==> src/rtl/lfu_pkg.sv <==
package lfu_pkg;

  localparam int CAPACITY   = 16;
  localparam int KEY_BITS   = 64;
  localparam int COUNT_BITS = 16;

  // Fixed field widths of the channels and the register.
  localparam int KEY_W   = 64;
  localparam int DATA_W  = 32;
  localparam int SLOT_W  = 4;
  localparam int CSIZE_W = 5;
  localparam int APB_AW  = 3;
  localparam int APB_DW  = 32;

  // Slot address and fill count widths.
  localparam int ADDR_BITS = (CAPACITY > 1) ? $clog2(CAPACITY) : 1;
  localparam int IDX_BITS  = $clog2(CAPACITY + 1);

  localparam logic [0:0] ACT_LOOKUP = 1'b0;
  localparam logic [0:0] ACT_INSERT = 1'b1;

  localparam logic [0:0] REG_CACHE_SIZE = 1'b0;

  typedef struct packed {
    logic [KEY_BITS-1:0]   key;
    logic [DATA_W-1:0]     handle;
    logic [DATA_W-1:0]     length;
    logic [COUNT_BITS-1:0] count;
  } entry_t;

  typedef struct packed {
    logic                 cmp_en;
    logic                 insert;
    logic                 first;
    logic [ADDR_BITS-1:0] idx;
  } scan_ctrl_t;

endpackage

==> src/rtl/lfu_if.sv <==
interface lfu_req_if import lfu_pkg::*; ();
  logic              valid;
  logic              ready;
  logic              action;
  logic [KEY_W-1:0]  key;
  logic [DATA_W-1:0] content_handle;
  logic [DATA_W-1:0] content_length;

  modport source (output valid, action, key, content_handle, content_length, input ready);
  modport sink   (input valid, action, key, content_handle, content_length, output ready);
endinterface

interface lfu_rsp_if import lfu_pkg::*; ();
  logic              valid;
  logic              ready;
  logic              hit;
  logic [SLOT_W-1:0] slot;
  logic [DATA_W-1:0] stored_handle;
  logic [DATA_W-1:0] stored_length;
  logic              evicted;

  modport source (output valid, hit, slot, stored_handle, stored_length, evicted, input ready);
  modport sink   (input valid, hit, slot, stored_handle, stored_length, evicted, output ready);
endinterface

==> src/rtl/lfu_store.sv <==
module lfu_store import lfu_pkg::*; (
  input  logic                 clk_i,
  input  logic                 we_i,
  input  logic [ADDR_BITS-1:0] waddr_i,
  input  entry_t               wdata_i,
  input  logic                 re_i,
  input  logic [ADDR_BITS-1:0] raddr_i,
  output entry_t               rdata_o
);

  // Entries hold no reset; only written slots are ever read.
  entry_t mem [CAPACITY];
  entry_t rdata_q;

  always_ff @(posedge clk_i) begin
    if (we_i) begin
      mem[waddr_i] <= wdata_i;
    end
    if (re_i) begin
      rdata_q <= mem[raddr_i];
    end
  end

  assign rdata_o = rdata_q;

endmodule

==> src/rtl/lfu_scan.sv <==
module lfu_scan import lfu_pkg::*; (
  input  logic                 clk_i,
  input  scan_ctrl_t           ctrl_i,
  input  logic [KEY_BITS-1:0]  key_i,
  input  entry_t               entry_i,
  output logic                 match_o,
  output logic [ADDR_BITS-1:0] best_idx_o,
  output entry_t               best_entry_o
);

  logic [ADDR_BITS-1:0] best_idx_q;
  entry_t               best_entry_q;
  logic                 take;

  // One key comparator and one count comparator, applied to a single entry per cycle.
  assign match_o = ctrl_i.cmp_en && !ctrl_i.insert && (entry_i.key == key_i);

  always_comb begin
    if (ctrl_i.insert) begin
      take = ctrl_i.cmp_en && (ctrl_i.first || (entry_i.count < best_entry_q.count));
    end else begin
      take = match_o;
    end
  end

  always_ff @(posedge clk_i) begin
    if (take) begin
      best_idx_q   <= ctrl_i.idx;
      best_entry_q <= entry_i;
    end
  end

  assign best_idx_o   = best_idx_q;
  assign best_entry_o = best_entry_q;

endmodule

==> src/rtl/lfu_cache_table.sv <==
// Fully associative cache table with least-frequently-used replacement.
// A lookup item scans the filled slots one per cycle for its key; on a hit
// it returns the slot and the stored payload and bumps that slot's use count,
// which saturates. An insert item fills the next empty slot while fewer slots
// than the configured size are filled, and otherwise scans slots 0 to size-1
// for the lowest use count (the lowest slot on a tie) and replaces that entry
// with a fresh one at count zero. Inserts never check for duplicate keys.
// The table takes one item at a time. An insert into an empty slot goes
// straight to the write-back state; a lookup scans the filled slots and
// stops at the slot that hits, and an evicting insert scans slots 0 to
// size-1 first. The result is loaded into the output register as the
// write-back state ends, at the same clock edge at which the table is ready
// again. The scan rate is set by the single registered read port of the
// entry memory, which feeds one key and count comparison per cycle. The
// write-back waits while the output register still holds an untaken
// result. The next item is accepted while a result still waits in the
// output register.
// The size register sits at byte address 0 of the APB port, resets to 16,
// and the table treats 0 as 1 and values above 16 as 16; it may only be
// written while the table is idle.
module lfu_cache_table import lfu_pkg::*; (
  input  logic              clk_i,
  input  logic              rst_ni,
  lfu_req_if.sink           req_i,
  lfu_rsp_if.source         rsp_o,
  input  logic              psel,
  input  logic              penable,
  input  logic              pwrite,
  input  logic [APB_AW-1:0] paddr,
  input  logic [APB_DW-1:0] pwdata,
  output logic [APB_DW-1:0] prdata,
  output logic              pready
);

  localparam logic [1:0] ST_IDLE = 2'd0;
  localparam logic [1:0] ST_SCAN = 2'd1;
  localparam logic [1:0] ST_WR   = 2'd2;

  logic [1:0]           state_q, state_d;
  logic [CSIZE_W-1:0]   size_cfg_q;
  logic [IDX_BITS-1:0]  valid_cnt_q, valid_cnt_d;
  logic [IDX_BITS-1:0]  idx_q, idx_d;
  logic [IDX_BITS-1:0]  limit_q, limit_d;
  logic                 rd_v_q, rd_v_d;
  logic [ADDR_BITS-1:0] rd_idx_q, rd_idx_d;
  logic                 insert_q, hit_q, hit_d, evict_q, evict_d;
  logic [ADDR_BITS-1:0] dest_q, dest_d;
  logic [KEY_BITS-1:0]  key_q;
  logic [DATA_W-1:0]    handle_q, length_q;

  logic                 out_valid_q;
  logic                 out_hit_q, out_evicted_q;
  logic [SLOT_W-1:0]    out_slot_q;
  logic [DATA_W-1:0]    out_handle_q, out_length_q;

  logic [IDX_BITS-1:0]  eff_size;
  logic                 accept, issue, scan_done, out_free, cfg_write;
  logic                 store_we;
  entry_t               store_wdata, rdata, best_entry;
  scan_ctrl_t           scan_ctrl;
  logic                 match;
  logic [ADDR_BITS-1:0] best_idx;
  logic [COUNT_BITS-1:0] bumped;

  // Configuration port: single register, zero wait states.
  assign pready    = 1'b1;
  assign cfg_write = psel && penable && pwrite && (paddr[2] == REG_CACHE_SIZE);
  assign prdata    = (paddr[2] == REG_CACHE_SIZE) ?
                     {{(APB_DW-CSIZE_W){1'b0}}, size_cfg_q} : '0;

  always_ff @(posedge clk_i or negedge rst_ni) begin
    if (!rst_ni) begin
      size_cfg_q <= CSIZE_W'(16);
    end else if (cfg_write) begin
      size_cfg_q <= pwdata[CSIZE_W-1:0];
    end
  end

  // Effective size: zero acts as one, anything above the capacity as the capacity.
  always_comb begin
    if (size_cfg_q == '0) begin
      eff_size = IDX_BITS'(1);
    end else if (int'(size_cfg_q) > CAPACITY) begin
      eff_size = IDX_BITS'(CAPACITY);
    end else begin
      eff_size = IDX_BITS'(size_cfg_q);
    end
  end

  assign req_i.ready = (state_q == ST_IDLE);
  assign accept      = req_i.valid && req_i.ready;
  assign out_free    = !out_valid_q || rsp_o.ready;

  // Scan issue: one memory read per cycle, compared in the next cycle.
  assign issue     = (state_q == ST_SCAN) && (idx_q < limit_q);
  assign scan_done = (state_q == ST_SCAN) && !issue && !rd_v_q;

  // A read issued in the cycle of a hit lands during the write-back; it must not
  // replace the entry that was hit, so comparisons only count while scanning.
  assign scan_ctrl.cmp_en = rd_v_q && (state_q == ST_SCAN);
  assign scan_ctrl.insert = insert_q;
  assign scan_ctrl.first  = (rd_idx_q == '0);
  assign scan_ctrl.idx    = rd_idx_q;

  lfu_store u_store (
    .clk_i   (clk_i),
    .we_i    (store_we),
    .waddr_i (dest_q),
    .wdata_i (store_wdata),
    .re_i    (issue),
    .raddr_i (idx_q[ADDR_BITS-1:0]),
    .rdata_o (rdata)
  );

  lfu_scan u_scan (
    .clk_i        (clk_i),
    .ctrl_i       (scan_ctrl),
    .key_i        (key_q),
    .entry_i      (rdata),
    .match_o      (match),
    .best_idx_o   (best_idx),
    .best_entry_o (best_entry)
  );

  // Saturating use count of the entry that was hit.
  assign bumped = (best_entry.count == '1) ? best_entry.count : best_entry.count + 1'b1;

  always_comb begin
    store_wdata = '0;
    if (hit_q) begin
      store_wdata        = best_entry;
      store_wdata.count  = bumped;
    end else begin
      store_wdata.key    = key_q;
      store_wdata.handle = handle_q;
      store_wdata.length = length_q;
      store_wdata.count  = '0;
    end
  end

  assign store_we = (state_q == ST_WR) && out_free && (hit_q || insert_q);

  // Sequencer.
  always_comb begin
    state_d     = state_q;
    idx_d       = idx_q;
    limit_d     = limit_q;
    rd_v_d      = 1'b0;
    rd_idx_d    = rd_idx_q;
    hit_d       = hit_q;
    evict_d     = evict_q;
    dest_d      = dest_q;
    valid_cnt_d = valid_cnt_q;
    unique case (state_q)
      ST_IDLE: begin
        if (accept) begin
          hit_d   = 1'b0;
          evict_d = 1'b0;
          idx_d   = '0;
          if (req_i.action == ACT_INSERT && valid_cnt_q < eff_size) begin
            dest_d  = valid_cnt_q[ADDR_BITS-1:0];
            state_d = ST_WR;
          end else begin
            limit_d = (req_i.action == ACT_INSERT) ? eff_size : valid_cnt_q;
            state_d = ST_SCAN;
          end
        end
      end
      ST_SCAN: begin
        if (issue) begin
          idx_d    = idx_q + 1'b1;
          rd_v_d   = 1'b1;
          rd_idx_d = idx_q[ADDR_BITS-1:0];
        end
        if (match) begin
          hit_d   = 1'b1;
          dest_d  = rd_idx_q;
          state_d = ST_WR;
        end else if (scan_done) begin
          if (insert_q) begin
            evict_d = 1'b1;
            dest_d  = best_idx;
          end else begin
            dest_d  = '0;
          end
          state_d = ST_WR;
        end
      end
      ST_WR: begin
        if (out_free) begin
          if (insert_q && !evict_q) begin
            valid_cnt_d = valid_cnt_q + 1'b1;
          end
          state_d = ST_IDLE;
        end
      end
      default: begin
        state_d = ST_IDLE;
      end
    endcase
  end

  always_ff @(posedge clk_i or negedge rst_ni) begin
    if (!rst_ni) begin
      state_q     <= ST_IDLE;
      valid_cnt_q <= '0;
      rd_v_q      <= 1'b0;
      hit_q       <= 1'b0;
      evict_q     <= 1'b0;
      idx_q       <= '0;
      limit_q     <= '0;
    end else begin
      state_q     <= state_d;
      valid_cnt_q <= valid_cnt_d;
      rd_v_q      <= rd_v_d;
      hit_q       <= hit_d;
      evict_q     <= evict_d;
      idx_q       <= idx_d;
      limit_q     <= limit_d;
    end
  end

  always_ff @(posedge clk_i) begin
    rd_idx_q <= rd_idx_d;
    dest_q   <= dest_d;
    if (accept) begin
      insert_q <= (req_i.action == ACT_INSERT);
      key_q    <= req_i.key[KEY_BITS-1:0];
      handle_q <= req_i.content_handle;
      length_q <= req_i.content_length;
    end
  end

  // Output register; the result is loaded as the write-back state ends.
  always_ff @(posedge clk_i or negedge rst_ni) begin
    if (!rst_ni) begin
      out_valid_q <= 1'b0;
    end else if (state_q == ST_WR && out_free) begin
      out_valid_q <= 1'b1;
    end else if (rsp_o.ready) begin
      out_valid_q <= 1'b0;
    end
  end

  always_ff @(posedge clk_i) begin
    if (state_q == ST_WR && out_free) begin
      out_hit_q     <= hit_q;
      out_evicted_q <= evict_q;
      out_slot_q    <= SLOT_W'(dest_q);
      out_handle_q  <= hit_q ? best_entry.handle : '0;
      out_length_q  <= hit_q ? best_entry.length : '0;
    end
  end

  assign rsp_o.valid         = out_valid_q;
  assign rsp_o.hit           = out_hit_q;
  assign rsp_o.slot          = out_slot_q;
  assign rsp_o.stored_handle = out_handle_q;
  assign rsp_o.stored_length = out_length_q;
  assign rsp_o.evicted       = out_evicted_q;

endmodule

==> src/flat_wrapper.sv <==
// flat-port wrapper written by rule: the top's interface ports become plain ports
module lfu_cache_table_flat import lfu_pkg::*;
  (clk_i, rst_ni, psel, penable, pwrite, paddr, pwdata, prdata, pready, req_i_valid, req_i_action, req_i_key, req_i_content_handle, req_i_content_length, req_i_ready, rsp_o_valid, rsp_o_hit, rsp_o_slot, rsp_o_stored_handle, rsp_o_stored_length, rsp_o_evicted, rsp_o_ready);
  lfu_req_if req_i_i ();
  lfu_rsp_if rsp_o_i ();
  input  logic clk_i;
  input  logic rst_ni;
  input  logic psel;
  input  logic penable;
  input  logic pwrite;
  input  logic [APB_AW-1:0] paddr;
  input  logic [APB_DW-1:0] pwdata;
  output logic [APB_DW-1:0] prdata;
  output logic pready;
  input wire logic [$bits(req_i_i.valid)-1:0] req_i_valid;
  input wire logic [$bits(req_i_i.action)-1:0] req_i_action;
  input wire logic [$bits(req_i_i.key)-1:0] req_i_key;
  input wire logic [$bits(req_i_i.content_handle)-1:0] req_i_content_handle;
  input wire logic [$bits(req_i_i.content_length)-1:0] req_i_content_length;
  output wire logic [$bits(req_i_i.ready)-1:0] req_i_ready;
  output wire logic [$bits(rsp_o_i.valid)-1:0] rsp_o_valid;
  output wire logic [$bits(rsp_o_i.hit)-1:0] rsp_o_hit;
  output wire logic [$bits(rsp_o_i.slot)-1:0] rsp_o_slot;
  output wire logic [$bits(rsp_o_i.stored_handle)-1:0] rsp_o_stored_handle;
  output wire logic [$bits(rsp_o_i.stored_length)-1:0] rsp_o_stored_length;
  output wire logic [$bits(rsp_o_i.evicted)-1:0] rsp_o_evicted;
  input wire logic [$bits(rsp_o_i.ready)-1:0] rsp_o_ready;
  assign req_i_i.valid = req_i_valid;
  assign req_i_i.action = req_i_action;
  assign req_i_i.key = req_i_key;
  assign req_i_i.content_handle = req_i_content_handle;
  assign req_i_i.content_length = req_i_content_length;
  assign req_i_ready = req_i_i.ready;
  assign rsp_o_valid = rsp_o_i.valid;
  assign rsp_o_hit = rsp_o_i.hit;
  assign rsp_o_slot = rsp_o_i.slot;
  assign rsp_o_stored_handle = rsp_o_i.stored_handle;
  assign rsp_o_stored_length = rsp_o_i.stored_length;
  assign rsp_o_evicted = rsp_o_i.evicted;
  assign rsp_o_i.ready = rsp_o_ready;
  lfu_cache_table u_core (.clk_i(clk_i), .rst_ni(rst_ni), .req_i(req_i_i), .rsp_o(rsp_o_i), .psel(psel), .penable(penable), .pwrite(pwrite), .paddr(paddr), .pwdata(pwdata), .prdata(prdata), .pready(pready));
endmodule
==> config.mk <==
export PLATFORM = sky130hd
export DESIGN_NAME = lfu_cache_table_flat
export DESIGN_NICKNAME = d
export VERILOG_FILES = /design/src/rtl/lfu_pkg.sv /design/src/rtl/lfu_if.sv /design/src/rtl/lfu_store.sv /design/src/rtl/lfu_scan.sv /design/src/rtl/lfu_cache_table.sv /design/src/flat_wrapper.sv
export SDC_FILE = /design/constraint.sdc
export NUM_CORES = 2
export LEC_CHECK = 0
export BUFFER_PORTS_ARGS = -buffer_cell sky130_fd_sc_hd__buf_2
export CORE_MARGIN = 2
export CORE_UTILIZATION = 49
export CTS_BUF_LIST = sky130_fd_sc_hd__clkbuf_8
export DETAILED_ROUTE_END_ITERATION = 16
export GPL_ROUTABILITY_DRIVEN = 0
export PLACE_DENSITY_LB_ADDON = 0.3
export SETUP_SLACK_MARGIN = 0.15
export SLEW_MARGIN = 20
export SYNTH_ARGS = -nofsm -noshare
export SYNTH_HDL_FRONTEND = slang
export SYNTH_HIERARCHICAL = 1
export SYNTH_SLANG_ARGS = --single-unit
export TNS_END_PERCENT = 20
==> constraint.sdc <==
create_clock -name clk_i -period 30 [get_ports clk_i]
set_input_delay 3 -clock clk_i [delete_from_list [all_inputs] [get_ports clk_i]]
set_output_delay 3 -clock clk_i [all_outputs]
set_load 0.005 [all_outputs]
======== Word-level counts from Yosys, hierarchy flattened ========
Memories as Yosys holds them, arrays and structs flattened. A register that Yosys moved wholly into a read port is not among the register bits.
Index checks and enable logic that the tools add are counted.
storage, ports and cells
  memories kept ........................... 1
  bits in registers ....................... 381
  word-level logic and storage cells ...... 119
  memory bits (writable) .................. 2,304
operators by class
  bitwise gates (word level) .............. 2
  add/sub/neg operators ................... 3
  reductions and logical operators ........ 36
  multiplexer cells ....................... 35
  magnitude comparators ................... 4
  eq/ne operators ......................... 13
memories
  memory              words  bits a word  rd ports  clocked after Yosys merged registers in  wr ports  RTL line         RTL
  u_core.u_store.mem  16     144          1         1                                        1         lfu_store.sv:12  entry_t mem [CAPACITY];
operator list
  kind                   count
  $mux 144               1
  $eq 64x64->1           1
  $mux 5                 6
  $mux 4                 5
  $add 16x1->16 const B  1
  $eq 16x16->1 const B   1
  $lt 16x16->1           1
  $mux 16                1
  $logic_and 1x1->1      15
  $reduce_and 3->1       5
  $mux 1                 12
  $add 5x1->5 const B    2
  $lt 5x5->1             2
  $mux 2                 5
  $ne 2x1->1 const B     5
  $pmux 5 s2             1
  $pmux 4 s2             1
  $ne 2x2->1 const B     3
  $pmux 2 s3             1
  $gt 5x5->1 const B     1
  $logic_not 1->1        5
  $logic_not 5->1        1
  $reduce_and 5->1       1
  $logic_not 4->1        1
  other kinds (10)       15

======== Depth between registers and ports, before layout ========
  depth in word-level cells ............... 8
  mapped depth ............................ 12
  gate-level depth less buffers ........... 10

======== Modules after synthesis ========
The synthesis kept the hierarchy.
by module, submodules not included
  module           cells each  instances  area an instance (um^2)
  lfu_store        3,773       1          90,885.9
  lfu_cache_table  674         1          10,380.0
  lfu_scan         303         1          5,612.9

======== Worst setup path after synthesis ========
Ideal clock, no wire load.
  path kind ............................... input -> register
  from .................................... input port rsp_o_ready
  to ...................................... memory u_core/u_store/mem[0][0] (netlist bit), enable pin
  setup slack ............................. 15,550 ps
  stages .................................. 5
  setup time .............................. 824 ps
  buffers on the path ..................... 0
  arrival ................................. 13,627 ps
  path through ............................ nand2b_1 nand2b_1 nor2_1 or3b_2 nor3_1
between the ends
  cells in the longest elaborated chain, start to end .. 5
ends and longest elaborated chain
  item                             RTL line                RTL
  from (decl)                      flat_wrapper.sv:27      input wire logic [$bits(rsp_o_i.ready)-1:0] rsp_o_ready;
  $logic_or 1x1->1                 lfu_cache_table.sv:92   assign out_free = !out_valid_q || rsp_o.ready;
  $logic_and 1x1->1 (2 in series)  lfu_cache_table.sv:141  assign store_we = (state_q == ST_WR) && out_free && (hit_q || insert_q);
  named net u_core.store_we        lfu_cache_table.sv:58   logic store_we;
  $mux 1                           lfu_store.sv:16         if (we_i) begin
  $mux 1 (implied by the code)     lfu_store.sv:17         mem[waddr_i] <= wdata_i;
  to (decl)                        lfu_store.sv:12
The timed path passes the listed nets, and every way through them passes these cells.

======== Worst setup path after layout ========
  from .................................... input port rsp_o_ready
  to ...................................... memory u_core/u_store/mem[2][53] (netlist bit), enable pin
Same word-level chain as after synthesis.

==> impl.org <==
** Status
- Outcome :: finished clean

** STA
- Post-layout minimum cycle time :: 6.72 ns
- Setup violations remaining at the end of the flow were counted as 0.
- Measured slew at the worst slew-check pin :: ~1.2 ns
- Measured against its own limit, the worst slew margin works out to 0.225.
- The final hold violation count came to 0.
- Setup slack after layout :: 23.28 ns
- Ratio of final minimum period to clock period :: 0.224
- Between clock sinks in the finished design, the worst skew comes to 0.104 ns.
- Count of final max-slew check failures :: 0
- Setup TNS after final layout :: 0 ns
- Max Clock Freq :: 149 MHz
- Setup repair after global routing left no endpoint under its margin.

** Clock tree
- Clock-pin slew was measured on the worst setup and hold paths at 0.06 ns.
- Post-CTS setup buffer count :: 0
- Number of buffers created by CTS :: ~450
- Clk_lat worst skew :: 1.13 ns
- Post-CTS Hold Fix Bufs :: 0
- Counting along the longest clock path gives a buffer depth of 4.
- TritonCTS clock tree :: yes
- H-Tree Depth :: 5
- Clk root buf :: sky130_fd_sc_hd__clkbuf_8
- After clock tree synthesis, the repair step resized 0 gates.
- Number of sinks on the clock net :: roughly 2800

** Place
- Detailed placement ended at an HPWL of about 120000 um.
- Port Buffer Count :: approximately 220
- In this run the cell area measured after placement is 0.111 mm2.
- Before CTS, the worst setup slack after placement is 22.24 ns.

** Setup path
- In this run the critical register-to-register path is captured at u_core/u_store/mem[2][53].
- Internal reg-to-reg setup slack :: 24.68 ns
- The worst setup path is of the in -> reg kind.
- Startpoint type of the worst setup path :: input port
- Traced cell by cell, the critical path runs through buf_2 > nand2b_1 > nand2b_1 > nor2_1 > or3b_2 > nor2_4 > buf_4 > buf_4 > buf_4 > buf_4.
- Most numerous cell on the critical path :: sky130_fd_sc_hd__buf_4
- Worst-path cell with the longest stage delay :: sky130_fd_sc_hd__buf_4
- Largest fanout on the critical path :: 42
- Arr. time, crit path :: 7.39 ns
- Required time at the worst-slack endpoint :: 30.66 ns
- Kind of cell adding the most delay to the critical path :: buffers and inverters
- Largest incremental delay on the critical path :: 0.76 ns
- Counting both buffers and inverters, the worst setup path holds a total of 5.
- R2r startpoint :: u_core/state_q[0]
- The worst setup path is captured at a flop.
- Register-to-Register Path Depth :: 9

** Finish
- The library cell used most frequently in the layout, excluding fill and tap cells, is sky130_fd_sc_hd__edfxtp_1.
- The library cells used most frequently in the layout, excluding fill and tap cells, are 2803 x sky130_fd_sc_hd__edfxtp_1, 536 x sky130_fd_sc_hd__mux4_2, 454 x sky130_fd_sc_hd__clkbuf_8, 244 x sky130_fd_sc_hd__a22oi_1, 218 x sky130_fd_sc_hd__buf_2.
- For this run, the post-layout net count is approximately 5500.
- Share of post-route cells with drive strength above 1 :: 0.291
- Post-Layout Inst Area :: between 0.1 and 0.15 mm2
- Compared with the post-synthesis result, the final layout area differs by 11.6%.

** Floorplanning
- The die covers 0.222 mm2.
- The region available for standard cell placement spans ~0.22 mm2.
- Standard-cell rows :: between 150 and 200
- Horiz. Die Dim :: roughly 470 um
- Ports placed on the boundary :: approximately 280
- From bottom edge to top edge, the die measures roughly 470 um.
- Starting Density :: 0.493

** Worst hold path
- Worst min-delay path endpoint :: u_core/u_scan/best_entry_o[29]
- Depth of the worst hold-timing path :: 0
- Launch instance of the worst min-delay path :: u_core/u_store/rdata_o[29]
- Worst min-delay path class :: reg -> reg

** Yosys
- Mapped cell area :: 0.107 mm2
- Counting flops with a built-in enable in the synthesized netlist gives ~2800.
- Post-synthesis cell count :: 4750
- Of all flip-flops after synthesis, the portion carrying an async set or reset was 0.00919.
- Register bit count reported by yosys :: 2829
- Most used flip-flop cell after synthesis :: sky130_fd_sc_hd__edfxtp_1
- Syn_area_per_cell :: around 23 um2
- The synthesized netlist contains between 70 and 80 unique library cells.
- Of the synthesized area, sequential elements account for 0.794.
- Number of warnings reported in the yosys synthesis log :: 6

** Pwr
- Internal cell power :: 7.03 mW
- Net switching power :: approximately 2.6 mW
- The share of total power dissipated in combinational logic is 0.181.
- Fraction of power spent switching nets :: 0.272
- Static Leakage :: 37.8 nW
- The worst-case IR drop observed on VDD is between 0.00006 and 0.00007 V.
- Dividing total power by cell area gives a power density of 81.0 mW/mm2.
- Of the total power, registers draw 0.516.
- Of the total power, the clock network draws 0.303.

** Global route
- Global-route wire length before repair :: 354000 um
- The via count of the first global-routing pass is 51800.
- Tot GR Track Use :: 0.219
- The number of antenna violations at the first check in global routing came to 11.
- The total overflow left after global routing is 0.
- Pin count of the biggest net entering global routing :: 121

** Routing
- First drt pass iteration count :: 6
- Across all layers, the routed design uses 51000 vias.
- Count of routing violations after the opening detailed-route iteration :: ~5300
- Dividing the detail-routed wire length by the instance count gives 28.8 um.
- In the routed layout, each cell is associated on average with a via count of 6.00.
- Total length of routed wires :: 245000 um
- Count of nets left with antenna violations after detail routing :: 0
- DRC violation count after routing :: 0

** Job
- Max Cap Violations :: 0
## registers in the layout, summed over array words and instances, names as in the netlist, 5 cells and up
register	cells
u_core/u_store/rdata_o	144
u_core/u_store/mem	2304
u_core/size_cfg_q	5
u_core/u_scan/best_entry_o	144
u_core/key_q	64
u_core/rsp_o.stored_length	32
u_core/length_q	32
u_core/limit_q	5
u_core/idx_q	5
u_core/handle_q	32
u_core/valid_cnt_q	5
u_core/rsp_o.stored_handle	32
## synthesized netlist by cell type, types with 26 or more instances
library cell / n / area (um2)
sky130_fd_sc_hd__buf_4: 43 / 323
sky130_fd_sc_hd__inv_1: 38 / 143
sky130_fd_sc_hd__mux2_2: 208 / 2340
sky130_fd_sc_hd__nand2_1: 131 / 492
sky130_fd_sc_hd__a22oi_1: 244 / 1830
sky130_fd_sc_hd__buf_6: 26 / 293
sky130_fd_sc_hd__clkbuf_1: 100 / 375
sky130_fd_sc_hd__buf_1: 32 / 120
sky130_fd_sc_hd__mux4_2: 536 / 12100
sky130_fd_sc_hd__o21ai_0: 31 / 155
sky130_fd_sc_hd__xnor2_1: 44 / 385
sky130_fd_sc_hd__nor2_1: 32 / 120
sky130_fd_sc_hd__buf_2: 51 / 255
sky130_fd_sc_hd__o221ai_1: 26 / 228
sky130_fd_sc_hd__and2_1: 73 / 457
sky130_fd_sc_hd__mux2i_1: 36 / 360
sky130_fd_sc_hd__edfxtp_1: 2803 / 84200
sky130_fd_sc_hd__nor2b_1: 41 / 257
sky130_fd_sc_hd__ha_1: 26 / 325
## worst max-delay path by stage
stage	to	cells after the start	from
final	u_core/u_store/mem[2][53]	10	rsp_o_ready
after global routing	u_core/u_store/mem[2][53]	10	rsp_o_ready
after global placement	u_core/u_store/mem[2][53]	10	rsp_o_ready
after detailed placement	u_core/u_store/mem[2][53]	10	rsp_o_ready
after floorplan	u_core/u_store/mem[0][0]	5	rsp_o_ready
after CTS	u_core/u_store/mem[2][53]	10	rsp_o_ready
## worst reg2reg max path, stage by stage (launching register included)
cell and delay (ns):
sky130_fd_sc_hd__dfrtp_1 0.43, sky130_fd_sc_hd__or2b_1 0.28, sky130_fd_sc_hd__nand2b_1 0.26, sky130_fd_sc_hd__nor2_1 0.25, sky130_fd_sc_hd__or3b_2 0.59, sky130_fd_sc_hd__nor2_4 0.11
sky130_fd_sc_hd__buf_4 0.70, sky130_fd_sc_hd__buf_4 0.76, sky130_fd_sc_hd__buf_4 0.79, sky130_fd_sc_hd__buf_4 0.72
## logic make-up after synthesis
| kind of cell | synth area share |
|---|---|
| AO/OA/AOI/OAI | 0.0264 |
| flip-flops | 0.794 |
| multiplexers | 0.138 |
| buffers and inverters | 0.0142 |
| other | 0.0000703 |
| XOR/XNOR | 0.00533 |
| AND/OR/NAND/NOR | 0.0189 |
| adder cells (fa/ha/maj) | 0.00304 |
## power by group through the flow
stage / clock network (mW) / logic [mW] / registers, mW
2_1_floorplan: 0 / 1.30 / 5.01
3_3_place_gp: 0 / 1.74 / 5.06
3_5_place_dp: 0 / 1.77 / 5.07
4_1_cts: 3.00 / 1.77 / 4.99
5_1_grt: 3.16 / 1.88 / 5.01
6_report: 2.93 / 1.75 / 4.98
## stage by stage
step | total power [mW] | util | std cells | hold slack (ns)
final | 9.66 | 0.550 | 8495 | 0.402
after global routing | 10.0 | 0.550 | 8494 | 0.406
after CTS | 9.76 | 0.550 | 8486 | 0.404
after detailed placement | 6.83 | 0.513 | 7696 | 0.405
after global placement | 6.79 | 0.513 | 7696 | 0.403
after floorplan | 6.32 | - | 4776 | 0.400
## cell type report
type / count / area, um2
Clock inverter: 336 / 1610
Tap cell: 2854 / 3570
Inverter: 39 / 164
Fill cell: 16200 / 97600
Timing Repair Buffer: 322 / 2050
Sequential cell: 2829 / 84800
Antenna cell: 7 / 17.5
Multi-Input combinational cell: 1654 / 20800
Clock buffer: 454 / 6250
## routing by layer
| metal | share of wire | wire length [um] | GRT usage | vias up |
|---|---|---|---|---|
| met5 | 0 | 0 | 0 | - |
| met4 | 0.021 | 5250 | 0.0605 | 0 |
| met3 | 0.075 | 18400 | 0.0339 | 376 |
| met2 | 0.48 | 117000 | 0.346 | 2200 |
| met1 | 0.42 | 104000 | 0.321 | 27400 |
| li1 | - | - | - | 21000 |
(Power assumes the default switching activity.)
